$ cat src/rtl/nmru_ram.sv
`default_nettype none
// ----------------------------------------------------------------------------
// nmru_ram
// Generic simple dual-port RAM: one write port, one read port, registered read.
// ----------------------------------------------------------------------------
module nmru_ram #(
   parameter int WIDTH = 32,
   parameter int DEPTH = 64,
   localparam int AW = (DEPTH > 1) ? $clog2(DEPTH) : 1
) (
   input  wire logic             clock,
   input  wire logic             wr_en,
   input  wire logic [AW-1:0]    wr_addr,
   input  wire logic [WIDTH-1:0] wr_data,
   input  wire logic             rd_en,
   input  wire logic [AW-1:0]    rd_addr,
   output logic      [WIDTH-1:0] rd_data
);

   logic [WIDTH-1:0] mem [DEPTH];

   always_ff @(posedge clock) begin
      if (wr_en) begin
         mem[wr_addr] <= wr_data;
      end
      if (rd_en) begin
         rd_data <= mem[rd_addr];
      end
   end

endmodule
`default_nettype wire

$ cat config.mk
export PLATFORM = sky130hd
export DESIGN_NAME = nmru_ram
export DESIGN_NICKNAME = d
export VERILOG_FILES = /design/src/rtl/nmru_ram.sv
export SDC_FILE = /design/constraint.sdc
export NUM_CORES = 2
export LEC_CHECK = 0
export ABC_CLOCK_PERIOD_IN_PS = 3700
export CAP_MARGIN = 20
export CELL_PAD_IN_SITES_DETAIL_PLACEMENT = 0
export CELL_PAD_IN_SITES_GLOBAL_PLACEMENT = 1
export CORE_ASPECT_RATIO = 1.1
export CORE_MARGIN = 5
export CORE_UTILIZATION = 30
export DETAILED_ROUTE_END_ITERATION = 8
export DONT_BUFFER_PORTS = 1
export PLACE_DENSITY_LB_ADDON = 0.1
export SLEW_MARGIN = 10
export SYNTH_ARGS = -nofsm -noshare
export SYNTH_HDL_FRONTEND = slang
export SYNTH_SLANG_ARGS = --single-unit
$ cat constraint.sdc
create_clock -name clock -period 3.7 [get_ports clock]
set_input_delay 0 -clock clock [delete_from_list [all_inputs] [get_ports clock]]
set_output_delay 0 -clock clock [all_outputs]
set_load 0.02 [all_outputs]
==> impl_metrics.py <==
metrics = {
    "job": {
        "cap_violations": 0,
    },
    "sta": {
        "fin_crit_sh": 0.879,
        "fin_ws_ns": 0.447,
        "min_period_ns": 3.25,
        "fin_tns_setup_ns": 0,
        "hold_viol": 0,
        "fin_skew_ns": 0.0256,
        "fmax_mhz": 307,
        "rsz0062_at_grt": "no",
        "setup_viol": 0,
        "slew_headroom": 0.0875,
        "tightest_slew_ns": 1.37,
        "slew_viol_final": 0,
    },
    "cells_and_area": {
        "drive_gt1_frac": 0.291,
        "final_util": 0.354,
        "area_growth_pct": 17.6,
        "fin_area_um2": 92700,
        "nNetsFinal": 3640,
    },
    "synthesis": {
        "ys_ff_latch": 2080,
        "ys_warn_count": 0,
        "synth_area_um2": 78800,
        "synthDistinctLibCells": 33,
        "seq_area_frac_synth": 0.792,
        "synth.avg_cell_area_um2": 23.7,
        "syn-num-nets": 3371,
        "netlist_instances": 3324,
    },
    "place": {
        "post-place-ws_ns": 0.654,
        "dpl.hpwl_mm": 127,
        "gp_congestion": 0.730,
        "placed_area_um2": 83800,
        "port_buffers": 0,
    },
    "critical_path": {
        "cp_data_arrival_time_ns": 3.84,
        "path_cells": "buf_16 -> buf_16 -> buf_16 -> mux4_2 -> o22ai_1 -> nor2_1 -> a21oi_1 -> dlygate4sd3_1 -> nor2_1 -> dlygate4sd3_1",
        "cp-start-kind": "input port",
        "required_ns": 4.29,
        "slowest_stage": "buf_16",
        "path_max_fanout": 117,
        "r2r_cells": 5,
        "crit_family": "buffers and inverters",
        "startpoint": "rd_addr[1]",
        "cp-endpoint": "rd_data[28]",
        "worst_path_most_repeated_cell": "buf_16",
        "critical_path_class": "input port to flop",
        "end_kind": "flop",
        "reg2reg_to": "rd_data[28]",
        "r2r_slack_ns": 0.69,
        "r2r_start": "mem[63][28]",
        "cpPeakStageDelay_ns": 0.66,
        "worst-path-buf-inv": 5,
        "cp.depth": 10,
    },
    "detailed_routing": {
        "drt_iter0_markers": 3336,
        "post_drt_wl_per_cell_um": 34.3,
        "dr.pass1.iters": 5,
        "drc": 0,
        "wirelength_mm": 249,
        "vias_per_cell": 5.01,
        "vias": 36400,
        "postRouteAntennaNets": 0,
    },
    "global_routing": {
        "overflow": 0,
        "first_global_vias": 38600,
        "grt_max_degree": 514,
        "grt_pass1_wl_mm": 336,
        "antenna_found_initial": 33,
        "track_usage": 0.180,
    },
    "floorplanning": {
        "rows": 197,
        "fp.dieH_um": 548,
        "initial_core_util": 0.301,
        "die-area_um2": 273000,
        "io_pins": 79,
        "core-area_um2": 262000,
        "fp.dieW_um": 499,
    },
    "clock_network": {
        "cts_resized": 0,
        "clkLatencyLatePin_ns": 0.85,
        "h-tree-depth": 4,
        "cts_tree": "built",
        "clk_pin_slew_ns": 0.06,
        "cts_root_buffer": "clkbuf_16",
        "cts.path.max_buffers": 3,
        "cts.sinks": 2080,
        "cts_buffers": 221,
    },
    "hold_path": {
        "hold_class": "input port to flop",
    },
    "pwr": {
        "total_power_mw": 50.5,
        "power_density_nw_per_um2": 545,
        "ir_drop_uv": 460,
        "p_leak_nw": 28.3,
    },
    "outcome": {
        "outcome": "completed",
    },
}
cells in the final DEF (no fill, tap or decap), drive strengths merged, types with 2 or more instances in the layout:
| cell type | n |
|---|---|
| a21oi | 62 |
| a22oi | 12 |
| a311oi | 8 |
| a41o | 4 |
| and2 | 2 |
| and3 | 4 |
| buf | 161 |
| bufinv | 21 |
| clkbuf | 267 |
| clkinv | 103 |
| clkinvlp | 15 |
| diode | 10 |
| dlygate4sd3 | 65 |
| edfxtp | 2080 |
| inv | 9 |
| mux2i | 93 |
| mux4 | 544 |
| nand2 | 26 |
| nand2b | 8 |
| nand3 | 5 |
| nand3b | 5 |
| nand4 | 2 |
| nor2 | 137 |
| nor2b | 15 |
| nor3 | 7 |
| o221ai | 27 |
| o22ai | 84 |
| o32ai | 4 |
| or2 | 3 |
| or3 | 3 |
| or3b | 5 |
layout make-up:
type	instances	area, um2
multi-input combinational	1062	16000
sequential	2080	62500
tap	3482	4360
clock buffer	265	5760
fill	24000	169000
timing repair buffer	228	2740
clock inverter	148	1340
antenna	10	25.0
how the worst min path moves through the flow:
stage / slack (ns) / from / end / depth (start not counted)
6_report: 0.03 / wr_en / mem[49][17] / 4
5_1_grt: 0.02 / rd_addr[2] / rd_data[6] / 3
4_1_cts: 0.0008 / wr_addr[2] / mem[56][17] / 3
3_5_place_dp: 0.11 / wr_data[5] / mem[19][5] / 0
3_3_place_gp: 0.11 / wr_data[12] / mem[18][12] / 0
2_1_floorplan: 0.1 / wr_data[0] / mem[0][0] / 0
worst reg2reg max path, stage by stage (launching register included):
cell and delay [ns]:
edfxtp_1 0.38, mux4_2 0.47, mux4_2 0.61, o22ai_1 0.60, nor2_1 0.11, dlygate4sd3_1 0.58
logic make-up after synthesis:
| logic type | count (synthesis) | synth area share |
|---|---|---|
| compound gates | 202 | 0.0167 |
| mux | 637 | 0.167 |
| flops | 2080 | 0.792 |
| simple gates | 223 | 0.0126 |
| buf+inv | 182 | 0.0112 |
registers in the layout, indices dropped and copies added (netlist names):
register	cells
rd_data	32
mem	2048
metal layers:
metal | global-route usage | vias up | wire length (um)
li1 | - | 14900 | -
met1 | 0.226 | 20200 | 99400
met2 | 0.326 | 1003 | 132000
met3 | 0.0243 | 293 | 11400
met4 | 0.0463 | 2 | 6220
met5 | 0 | - | 7
cell usage after synthesis (all sizes together):
cell type  number  share of area
a21oi          62         0.0039
a22oi          12         0.0011
nand4b          1        0.00011
nor3            7        0.00044
or3b            5        0.00056
clkbuf         74         0.0035
nand4           2        0.00016
a31oi           1       0.000079
o221ai         27         0.0030
mux2i          93          0.012
o22ai          84         0.0067
or2             3        0.00024
buf           108         0.0077
and2            2        0.00016
nor2b          15         0.0012
o32ai           4        0.00044
mux4          544           0.16
nand2          26         0.0012
a311oi          8        0.00089
nand3           5        0.00032
edfxtp       2080           0.79
nand3b          5        0.00048
nor2          137         0.0065
and3            4        0.00032
a41o            4        0.00051
or3             3        0.00024
nand2b          8        0.00063
where the power goes:
group | switching [mW] | internal, mW | total (mW) | leakage (nW)
sequential | 0.152 | 26.1 | 26.3 | 18.7
combinational | 1.47 | 0.979 | 2.44 | 6.13
clock | 9.23 | 12.5 | 21.8 | 3.45
through the flow:
step	std cells	hold WS [ns]
4_1_cts	7256	0.000822
3_5_place_dp	6745	0.107
2_1_floorplan	3324	0.0989
5_1_grt	7266	0.0210
6_report	7275	0.0281
3_3_place_gp	6742	0.110
repair_timing:
action | 4_1_cts | 5_1_grt
setup buffers | 0 | 0
hold buffers | 98 | 3
endpoints found under the setup margin | 0 | 1
endpoints found under the hold margin | 2397 | 2
Power figures use the tool's default switching activity.
