<file path="config.mk">
export PLATFORM = sky130hd
export DESIGN_NAME = nmru_mru
export DESIGN_NICKNAME = d
export VERILOG_FILES = /design/src/rtl/nmru_pkg.sv /design/src/rtl/nmru_mru.sv
export SDC_FILE = /design/constraint.sdc
export NUM_CORES = 1
export LEC_CHECK = 0
export BUFFER_PORTS_ARGS = -buffer_cell sky130_fd_sc_hd__buf_2
export CAP_MARGIN = 10
export CORE_MARGIN = 8
export CORE_UTILIZATION = 50
export CTS_CLUSTER_SIZE = 12
export DETAILED_ROUTE_END_ITERATION = 6
export GPL_TIMING_DRIVEN = 0
export HOLD_SLACK_MARGIN = 0.12
export PLACE_DENSITY = 0.85
export SLEW_MARGIN = 20
export SYNTH_ARGS = -nofsm -noshare
export SYNTH_HDL_FRONTEND = slang
export SYNTH_SLANG_ARGS = --single-unit
</file>
<file path="constraint.sdc">
create_clock -name clock -period 4.7 [get_ports clock]
set_input_delay 0.235 -clock clock [delete_from_list [all_inputs] [get_ports clock]]
set_output_delay 0.235 -clock clock [all_outputs]
set_load 0.01 [all_outputs]
</file>
<file path="src/rtl/nmru_pkg.sv">
`default_nettype none
// ----------------------------------------------------------------------------
// nmru_pkg
// Shared types and constants of the not-most-recently-used replacement block.
// ----------------------------------------------------------------------------
package nmru_pkg;

   localparam int DEF_WAYS     = 8;
   localparam int DEF_NUM_SETS = 64;

   // field widths
   localparam int FUNC_W     = 2;
   localparam int SET_IDX_W  = 6;
   localparam int WAY_IDX_W  = 3;
   localparam int TS_W       = 32;
   localparam int PICK_W     = 3;
   localparam int VICTIM_W   = 3;

   // operation codes
   localparam logic [FUNC_W-1:0] FUNC_TOUCH      = 2'd0;
   localparam logic [FUNC_W-1:0] FUNC_INVALIDATE = 2'd1;
   localparam logic [FUNC_W-1:0] FUNC_VICTIM     = 2'd2;

   // controller to compare unit
   typedef struct packed {
      logic load;
      logic step;
   } mru_ctrl_type;

endpackage
`default_nettype wire

</file>
<file path="src/rtl/nmru_mru.sv">
`default_nettype none
// ----------------------------------------------------------------------------
// nmru_mru
// Most-recently-used finder: halving compare tree, one level per step, over
// the timestamps of one set row. Ties go to the lower way.
// ----------------------------------------------------------------------------
module nmru_mru #(
   parameter int WAYS = nmru_pkg::DEF_WAYS,
   localparam int WW = (WAYS > 1) ? $clog2(WAYS) : 1
) (
   input  wire logic                               clock,
   input  wire nmru_pkg::mru_ctrl_type             ctrl,
   input  wire logic [WAYS*nmru_pkg::TS_W-1:0]     row,
   output logic      [WW-1:0]                      mru_way
);
   import nmru_pkg::*;

   localparam int LVLS = $clog2(WAYS);
   localparam int P    = 1 << LVLS;

   logic [TS_W-1:0] cand_val_ff [P];
   logic [TS_W-1:0] cand_val_in [P];
   logic [WW-1:0]   cand_idx_ff [P];
   logic [WW-1:0]   cand_idx_in [P];

   always_comb begin
      for (int i = 0; i < P; i++) begin
         cand_val_in[i] = cand_val_ff[i];
         cand_idx_in[i] = cand_idx_ff[i];
      end
      if (ctrl.load) begin
         // pad slots hold zero at the high end, so they never win a tie
         for (int i = 0; i < P; i++) begin
            cand_val_in[i] = (i < WAYS) ? row[i*TS_W +: TS_W] : '0;
            cand_idx_in[i] = WW'(i);
         end
      end else if (ctrl.step) begin
         for (int i = 0; i < P / 2; i++) begin
            if (cand_val_ff[2*i+1] > cand_val_ff[2*i]) begin
               cand_val_in[i] = cand_val_ff[2*i+1];
               cand_idx_in[i] = cand_idx_ff[2*i+1];
            end else begin
               cand_val_in[i] = cand_val_ff[2*i];
               cand_idx_in[i] = cand_idx_ff[2*i];
            end
         end
      end
   end

   always_ff @(posedge clock) begin
      for (int i = 0; i < P; i++) begin
         cand_val_ff[i] <= cand_val_in[i];
         cand_idx_ff[i] <= cand_idx_in[i];
      end
   end

   assign mru_way = cand_idx_ff[0];

endmodule
`default_nettype wire

</file>
==> metrics.txt, run 1 <==
crit share post-route 80.8%; clk slew on worst S/H paths 0.07 ns; number of warnings issued by yosys 0; Core Region 0.0285 mm^2; Worst Path Buf+Inv 1; Lkg Pwr 0.00840 uW; Post-synth top flop edfxtp_1; GP Congestion 0.905; Worst Skew 0.0281 ns; number of remaining DRC errors 0; final setup margin 0.902 ns; Critical Path Source Type flop; Tightest Pin Transition 1.06 ns; CP delay by family, top simple AND/OR/NAND/NOR gates; Layout Area Growth over Synthesis 35.7%; overall via count from detail_route 13.2k; vias in the first global route 13.4k; critical path class flop to flop; VDD IR max 331 uV; worst slack, placed 1.39 ns; Critical Path Sink Type flop; endpoints failing setup 0; pwr dens 355 mW/mm^2; CP max stage delay 0.88 ns; WL/cell 22.9 um; fin crit period 3.80 ns; DIE AREA 0.0343 mm^2; global-route wire length before repair 75.4 mm; flops & latches, synth 266; Mapped Area 0.0143 mm^2; Post-Syn Nets 1639; critical path arrival 4.00 ns; Clk network pwr share 31.3%; Boundary Pins 262; CTS tree built; fin util 68.3%; CTS root buf clkbuf_16; P_sw 2050 uW; Filler Cell Count 1885; # nets final 2170; Sw Share 29.7%; Starting Density 50.4%; clk sink count 266; outcome finished clean; die width 185 um; Synth async-reset ratio 0%; Hold WS 0.118 ns; Hold Crit Class primary input to flop; Worst-Skew Late Latency 0.56 ns; DR vias/cell 6.02; RSZ-0062 raised after global routing false; CTS Buf Count 28; Overflow after GRT 0; H-tree lvl count 1; Gate power share 23.4%; worst-case register-to-register setup slack 0.90 ns; Worst path slowest cell o311ai_1; IO buf count 261; Syn Area/Cell 11.5 um^2; HPWL Detailed 32.0 mm; initial antenna violation count 5; Max clock buf depth 3; fmax 0.263 GHz; fin. max-slew vios 0; Post-Synthesis Cells 1252; # rows 62; post-CTS sizing 0; Critical Path RT 4.90 ns; die height 185 um; Reg power frac 45.3%; Final Hold Viols 0; remaining antenna violation count 0; register area share after synthesis 55.0%; internal power 4850 uW; layout cells sized above 1 19.8%; DRT Wirelength 50.3 mm; total track usage 28.6%; crit-path cells ha_1 > nand4_1 > nor4_1 > nand2_1 > o21a_1 > buf_2 > o311ai_1; Rel. slew slack 28.1%; largest net degree at the start of global routing 88; max cap viols 0; Iter 0 DRT Violations 1506; DR pass1 iterations 5; EDFF count, synth 256; CP Max Fanout 10; synth unique cells 57
[layout make-up]
cell class	instances	area, um^2	area share (%)
Inverter	198	743	3.82
Timing Repair Buffer	501	3750	19.3
Sequential cell	266	7890	40.5
Tap cell	384	480	2.47
Antenna cell	6	15.0	0.0772
Buffer	74	320	1.65
Clock buffer	43	798	4.10
Multi-Input combinational cell	714	5400	27.7
Clock inverter	8	62.6	0.322
[power groups by stage]
stage	sequential, uW	combinational (uW)	clock [uW]
4_1_cts	3110	1540	2130
5_1_grt	3150	1760	2250
3_5_place_dp	3160	1370	0
3_3_place_gp	3160	1290	0
2_1_floorplan	3090	902	0
6_report	3120	1620	2160
[cell usage after synthesis, drive strengths merged (7+ instances only)]
| master | n | area (um^2) |
|---|---|---|
| a31oi | 33 | 206 |
| mux2 | 31 | 349 |
| a21oi | 41 | 205 |
| nand2 | 91 | 342 |
| buf | 16 | 82.6 |
| nand4 | 31 | 206 |
| a21o | 11 | 83.8 |
| edfxtp | 256 | 7690 |
| o211ai | 7 | 52.6 |
| a211oi | 14 | 115 |
| o311ai | 64 | 561 |
| nor2 | 54 | 203 |
| nand3 | 40 | 200 |
| ha | 128 | 1600 |
| clkbuf | 58 | 238 |
| dfxtp | 10 | 200 |
| o21ai | 49 | 249 |
| o2111ai | 64 | 561 |
| inv | 198 | 743 |
[timing repair]
| action | CTS | global route |
|---|---|---|
| hold endpoints to repair | 238 | 0 |
| buffers inserted | 0 | 0 |
| hold buffers | 238 | 0 |
[sequential cells by signal, summed over array words and instances, names as in the netlist]
register / flops
cand_val_ff: 256
cand_idx_ff: 10
[per-stage QoR]
stage | instances | total power [uW] | area, um^2 | setup TNS, ns
6_report | 2194 | 6900 | 19500 | 0
5_1_grt | 2193 | 7150 | 19500 | 0
4_1_cts | 2188 | 6780 | 19400 | 0
3_5_place_dp | 1899 | 4530 | 16200 | 0
3_3_place_gp | 1897 | 4450 | 16100 | -222.80
2_1_floorplan | 1252 | 3990 | 14300 | 0
[final timing paths]
| check | startpoint | to | cells after the start |
|---|---|---|---|
| hold / removal | ctrl[1] | cand_val_ff[1][17] | 1 |
| setup reg to reg | cand_val_ff[1][63] | cand_val_ff[0][77] | 7 |
| hold reg to reg | cand_idx_ff[0][5] | cand_idx_ff[0][2] | 2 |
| setup / recovery | cand_val_ff[1][63] | cand_val_ff[0][77] | 7 |
[per-layer routing]
layer,GRT usage [%],vias up,wire (um)
li1,-,5811,-
met1,35.0,6234,18500
met2,47.4,938,23900
met3,5.30,224,4840
met4,15.6,0,3070
met5,0,-,0
[cells by family (layout without fill, tap and decap cells)]
family / Yosys count / count (layout) / synth area share (%)
other: 0 / 6 / 0
adder cells (fa/ha/maj): 128 / 128 / 11.2
flip-flops: 266 / 266 / 55.0
AO/OA/AOI/OAI: 309 / 309 / 15.7
AND/OR/NAND/NOR: 242 / 242 / 7.97
multiplexers: 35 / 35 / 2.71
buffers and inverters: 272 / 824 / 7.42
[cells in the final DEF, fill, tap and decap left out, types with 4 or more instances in the layout]
master,Yosys,final
buf_2,9,269
edfxtp_1,256,256
dlygate4sd3_1,0,238
inv_1,198,198
ha_1,128,128
nand2_1,91,89
clkbuf_1,56,68
o2111ai_1,64,64
o311ai_1,64,64
nor2_1,54,54
a21oi_1,41,41
nand3_1,40,40
a31oi_1,33,33
mux2_2,31,31
o21ai_1,31,31
nand4_1,29,29
clkbuf_16,0,29
o21ai_0,17,17
a211oi_1,12,12
a21o_1,10,10
dfxtp_1,10,10
o211ai_1,7,7
diode_2,0,6
nor2b_1,5,5
nor4_1,5,5
buf_1,4,4
nor3_1,4,4
o31ai_1,4,4
o21a_1,4,4
clkbuf_8,2,4
mux2i_1,4,4
Power figures use the tool's default switching activity.
==> run 2, diff against run 1 <==
--- a/config.mk
+++ b/config.mk
@@ -5,6 +5,7 @@
 export SDC_FILE = /design/constraint.sdc
 export NUM_CORES = 1
 export LEC_CHECK = 0
+export ABC_AREA = 1
 export BUFFER_PORTS_ARGS = -buffer_cell sky130_fd_sc_hd__buf_2
 export CAP_MARGIN = 10
 export CORE_MARGIN = 8
==> constraint.sdc (replaced) <==
create_clock -name clock -period 3.54 [get_ports clock]
set_input_delay 0.177 -clock clock [delete_from_list [all_inputs] [get_ports clock]]
set_output_delay 0.177 -clock clock [all_outputs]
set_load 0.01 [all_outputs]
==> metrics.txt, run 2 <==
outcome finished, violations left; failing checks DRC; DR pass1 iterations 7 (+2); number of warnings issued by yosys 0 (unchanged); die width 187 um (+0.85%); RSZ-0062 raised after global routing false; Worst Skew 0.0148 ns (-0.0133 ns); Post-Syn Nets 1975 (+21%); Mapped Area 0.0146 mm^2 (+1.9%); CP Max Fanout 50 (+40); endpoints failing setup 0 (unchanged); Core Region 0.0287 mm^2 (+0.82%); EDFF count, synth 256 (unchanged); HPWL Detailed 30.6 mm (-4.4%); setup TNS 0 ns (unchanged); Max clock buf depth 3 (unchanged); commonest cells in the netlist nand2_1 (515), inv_1 (258), edfxtp_1 (256), nand3_1 (204), ha_1 (128); CP max stage delay 0.58 ns (-0.30 ns); total track usage 29.0% (+0.34 points); Top reg by flops cand_val_ff; synth top area cells edfxtp_1 (53%), nand2_1 (13%), ha_1 (11%); register area share after synthesis 54.0% (-1.0 points); Final Hold Viols 0 (unchanged); Syn Area/Cell 9.20 um^2 (-20%); global-route wire length before repair 78.8 mm (+4.5%); fin. max-slew vios 0 (unchanged); critical path class primary input to flop; GP Congestion 0.904 (-0.15%); Filler Cell Count 1966 (+4.3%); Worst path slowest cell nand2_2; register area 0.00789 mm^2 (unchanged); DR vias/cell 5.38 (-11%); most common cell after layout, fill and taps aside nand2_1; Lkg Pwr 0.00984 uW (+17%); Critical Path Source Type primary input; setup bufs post-CTS 0 (unchanged); Boundary Pins 262 (unchanged); Tightest Pin Transition 0.974 ns (-0.0872 ns); CTS tree built; critical path arrival 3.21 ns (-0.79 ns); Critical Path Sink Type flop; Final Non-Filler Cells 2549 (+16%); VDD IR max 380 uV (+15%); CTS root buf clkbuf_16; max cap viols 0 (unchanged); Synth async-reset ratio 0% (unchanged); most frequent cells in the layout nand2_1 (514), buf_2 (276), dlygate4sd3_1 (258); crit-path cells dlygate4sd3_1 > buf_6 > clkbuf_1 > inv_2 > clkbuf_1 > clkbuf_1 > nand2_2; Inst Count DP 2235 (+18%); multi-input logic area 0.00543 mm^2 (+0.63%); Largest regs cand_val_ff x256, cand_idx_ff x10; IO buf count 261 (unchanged); Starting Density 50.9% (+0.52 points); fin crit period 3.10 ns; Crit path top cell by count clkbuf_1; Overflow after GRT 0 (unchanged); DIE AREA 0.0349 mm^2 (+1.7%); flops & latches, synth 266 (unchanged); remaining antenna violation count 0 (unchanged); post-synth top area share 52.6% (-0.98 points); number of remaining DRC errors 2 (+2); Rel. slew slack 35.1% (+6.9 points); clk slew on worst S/H paths 0.06 ns (about the same); Post-synth top flop edfxtp_1; fmax 0.322 GHz; vias in the first global route 14.2k (+6.0%); Layout Area Growth over Synthesis 36.1%; Hold Crit Class primary input to flop; overall via count from detail_route 13.7k (+3.9%); CTS Buf Count 28 (unchanged); count leader, synth nand2_1; pwr dens 460 mW/mm^2 (+30%); Iter 0 DRT Violations 1495 (-0.73%); layout cells sized above 1 16.1% (-3.7 points); largest area contributor in the netlist edfxtp_1; Post-Synthesis Cells 1588 (+27%); die height 187 um (+0.85%); clk sink count 266 (unchanged); DRT Wirelength 51.1 mm (+1.7%); Critical Path RT 3.65 ns (-1.25 ns); largest net degree at the start of global routing 81 (-8.0%); synth unique cells 34 (-40%); fin util 69.3% (+0.93 points); # rows 62 (unchanged); H-tree lvl count 1 (unchanged); WL/cell 20.1 um (-12%); # nets final 2526 (+16%); Largest register FFs 256 (unchanged); Worst-Skew Late Latency 0.55 ns (about the same); initial antenna violation count 6 (+1); crit share post-route 87.7%
[run 2: path summary, 6_finish.rpt]
kind | start | to | slack (ns) | depth (start not counted)
max reg2reg | cand_val_ff[1][53] | cand_val_ff[0][78] | 0.53 | 12
max | ctrl[1] | cand_val_ff[0][9] | 0.44 | 7
min | row[223] | cand_val_ff[1][95] | 0.34 | 2
min reg2reg | cand_idx_ff[0][8] | cand_idx_ff[0][8] | 0.47 | 2
[run 2: per-layer routing]
layer | global-route usage [%] | wire length (um)
met2 | 48.4 | 24200
met3 | 9.13 | 5480
met1 | 32.3 | 17900
met5 | 0 | 23
met4 | 16.8 | 3450
[run 2: through the flow]
stage               hold slack [ns]  worst slack [ns]  cell area [um^2]  power [uW]
floorplan                     0.276             0.709             14600        5370
global placement              0.354             -2.20             16400        5940
detailed placement            0.355             0.512             16500        6060
CTS                           0.312             0.489             19900        8960
global route                  0.333             0.308             19900        9570
finish                        0.336             0.437             19900        9140
[run 2: repair_timing]
item | in CTS | in global routing
endpoints found under the setup margin | 0 | 0
gates resized for setup | 0 | 0
hold buffers | 258 | 0
endpoints found under the hold margin | 309 | 0
[run 2: logic make-up after synthesis]
kind of cell | after synthesis | synth area share, %
simple gates | 785 | 22.9
compound gates | 89 | 3.31
buf+inv | 320 | 8.82
flops | 266 | 54.0
fa+ha+maj | 128 | 11.0
[run 2: cell type report]
class / count / area share, %
plain buffers: 59 / 1.55
flip-flops and latches: 266 / 39.7
repair buffers: 521 / 19.9
diodes: 7 / 0.0881
clock buffers: 42 / 3.95
multi-input cells: 1002 / 27.3
clock inverters: 7 / 0.189
well taps: 384 / 2.42
inverters: 261 / 4.94
[run 2: worst max-delay path, delay by kind of cell]
family | cells | cell delay [ns]
and+or+nand+nor | 1 | 0.58
buffers and inverters | 6 | 2.38
[run 2: report_power, final]
group	internal, uW	total (uW)	switching [uW]
Clock	1520	2750	1230
Sequential	3910	4100	189
Combinational	938	2300	1360
==> run 3, diff against run 2 <==
--- a/config.mk
+++ b/config.mk
@@ -10,6 +10,7 @@
 export CAP_MARGIN = 10
 export CORE_MARGIN = 8
 export CORE_UTILIZATION = 50
+export CTS_BUF_LIST = sky130_fd_sc_hd__clkbuf_4 sky130_fd_sc_hd__clkbuf_8 sky130_fd_sc_hd__clkbuf_16
 export CTS_CLUSTER_SIZE = 12
 export DETAILED_ROUTE_END_ITERATION = 6
 export GPL_TIMING_DRIVEN = 0
==> metrics.txt, run 3 (synthesis gave the netlist of run 2 again) <==
DR pass1 iterations 6 (-1); crit-path cells dlygate4sd3_1 > buf_6 > clkbuf_1 > inv_2 > clkbuf_1 > clkbuf_1 > nand2_2; Core Region 0.0287 mm^2 (unchanged); endpoints failing setup 0 (unchanged); CP delay by family, top buffers and inverters; CTS Buf Count 28 (unchanged); global-route wire length before repair 79.2 mm (+0.57%); number of remaining DRC errors 0 (-2); fin util 69.4% (+0.14 points); Tightest Pin Transition 0.914 ns (-0.0600 ns); overall via count from detail_route 13.9k (+1.1%); Worst path slowest cell nand2_2; DR vias/cell 5.44 (+1.2%); Worst Path Buf+Inv 6 (unchanged); Boundary Pins 262 (unchanged); # nets final 2526 (unchanged); clk sink count 266 (unchanged); Starting Density 50.9% (unchanged); Layout Area Growth over Synthesis 36.4%; critical path arrival 3.23 ns (+0.02 ns); Rel. slew slack 39.1% (+4.0 points); # rows 62 (unchanged); die height 187 um (unchanged); HPWL Detailed 30.6 mm (unchanged); Largest regs cand_val_ff x256, cand_idx_ff x10; total track usage 29.1% (+0.091 points); Max clock buf depth 3 (unchanged); layout cells sized above 1 16.7% (+0.56 points); clk slew on worst S/H paths 0.06 ns (about the same); Gate power share 24.9% (-0.2 points); Clk network pwr share 30.8% (+0.7 points); outcome finished clean; setup bufs post-CTS 0 (unchanged); Critical Path RT 3.65 ns (about the same); vias in the first global route 14.3k (+0.25%); crit share post-route 88.2% (+0.52 points); H-tree lvl count 1 (unchanged); Sw Share 30.2% (-0.14 points); most common cell after layout, fill and taps aside nand2_1; fin crit period 3.12 ns (+0.0186 ns); die width 187 um (unchanged); fin. max-slew vios 0 (unchanged); DIE AREA 0.0349 mm^2 (unchanged); Reg power frac 44.2% (-0.6 points); pwr dens 465 mW/mm^2 (+1.1%); Worst Skew 0.0127 ns (-0.00215 ns); GP Congestion 0.904 (unchanged); WL/cell 20.3 um (+1.2%); register area 0.00789 mm^2 (unchanged); Overall Power 9260 uW (+1.3%); Largest register FFs 256 (unchanged); Hold WS 0.334 ns (-0.00170 ns); internal power 6460 uW (+1.5%); Crit path top cell by count clkbuf_1; IO buf count 261 (unchanged); critical path class primary input to flop; CTS root buf clkbuf_16; max cap viols 0 (unchanged); fmax 0.320 GHz (-0.60%); Overflow after GRT 0 (unchanged); Hold Crit Class primary input to flop; multi-input logic area 0.00543 mm^2 (unchanged); setup TNS 0 ns (unchanged); RSZ-0062 raised after global routing false; Critical Path Sink Type flop; largest net degree at the start of global routing 81 (unchanged); VDD IR max 386 uV (+1.8%); Critical Path Source Type primary input; post-CTS sizing 0 (unchanged); most frequent cells in the layout nand2_1 (514), buf_2 (276), dlygate4sd3_1 (258); Iter 0 DRT Violations 1555 (+4.0%); Lkg Pwr 0.00988 uW (+0.42%); remaining antenna violation count 0 (unchanged); P_sw 2800 uW (+0.83%); DRT Wirelength 51.7 mm (+1.1%); Top reg by flops cand_val_ff; CP max stage delay 0.59 ns (about the same); Worst-Skew Late Latency 0.55 ns (about the same); Final Hold Viols 0 (unchanged); CTS tree built; Filler Cell Count 1949 (-0.86%); CP Max Fanout 50 (unchanged); initial antenna violation count 7 (+1)
[run 3: layer usage]
layer,wire [um],track usage (%)
met1,18400,32.6
met2,24600,49.0
met3,5250,8.33
met4,3380,16.8
met5,46,0
[run 3: layout make-up]
cell class,instances,area share [%]
multi-input cells,1002,27.3
flip-flops and latches,266,39.6
repair buffers,521,19.8
clock inverters,7,0.188
clock buffers,42,4.16
well taps,384,2.41
plain buffers,59,1.55
diodes,5,0.0628
inverters,261,4.93
[run 3: worst paths after layout]
kind / from / end / slack (ns) / depth (start not counted)
hold reg to reg: cand_idx_ff[0][8] / cand_idx_ff[0][8] / 0.47 / 2
setup reg to reg: cand_val_ff[1][53] / cand_val_ff[0][82] / 0.45 / 11
setup / recovery: ctrl[1] / cand_val_ff[0][9] / 0.42 / 7
hold / removal: row[209] / cand_val_ff[1][81] / 0.33 / 2
[run 3: stage by stage]
| stage | cell area [um^2] | setup WS (ns) | instances |
|---|---|---|---|
| final | 19900 | 0.418 | 2547 |
| after floorplan | 14600 | 0.709 | 1588 |
| after detailed placement | 16500 | 0.512 | 2235 |
| after global routing | 19900 | 0.290 | 2544 |
| after global placement | 16400 | -2.20 | 2233 |
| after CTS | 19900 | 0.489 | 2542 |
[run 3: power by group through the flow]
stage,combinational (uW),sequential [uW],clock [uW]
3_3_place_gp,1810,4130,0
5_1_grt,2550,4130,2980
2_1_floorplan,1300,4070,0
6_report,2310,4100,2850
4_1_cts,2170,4080,2810
3_5_place_dp,1920,4140,0
[run 3: repair_timing]
item / in CTS / in global routing
hold endpoints to repair: 309 / 0
hold buffers: 258 / 0
endpoints found under the setup margin: 0 / 0
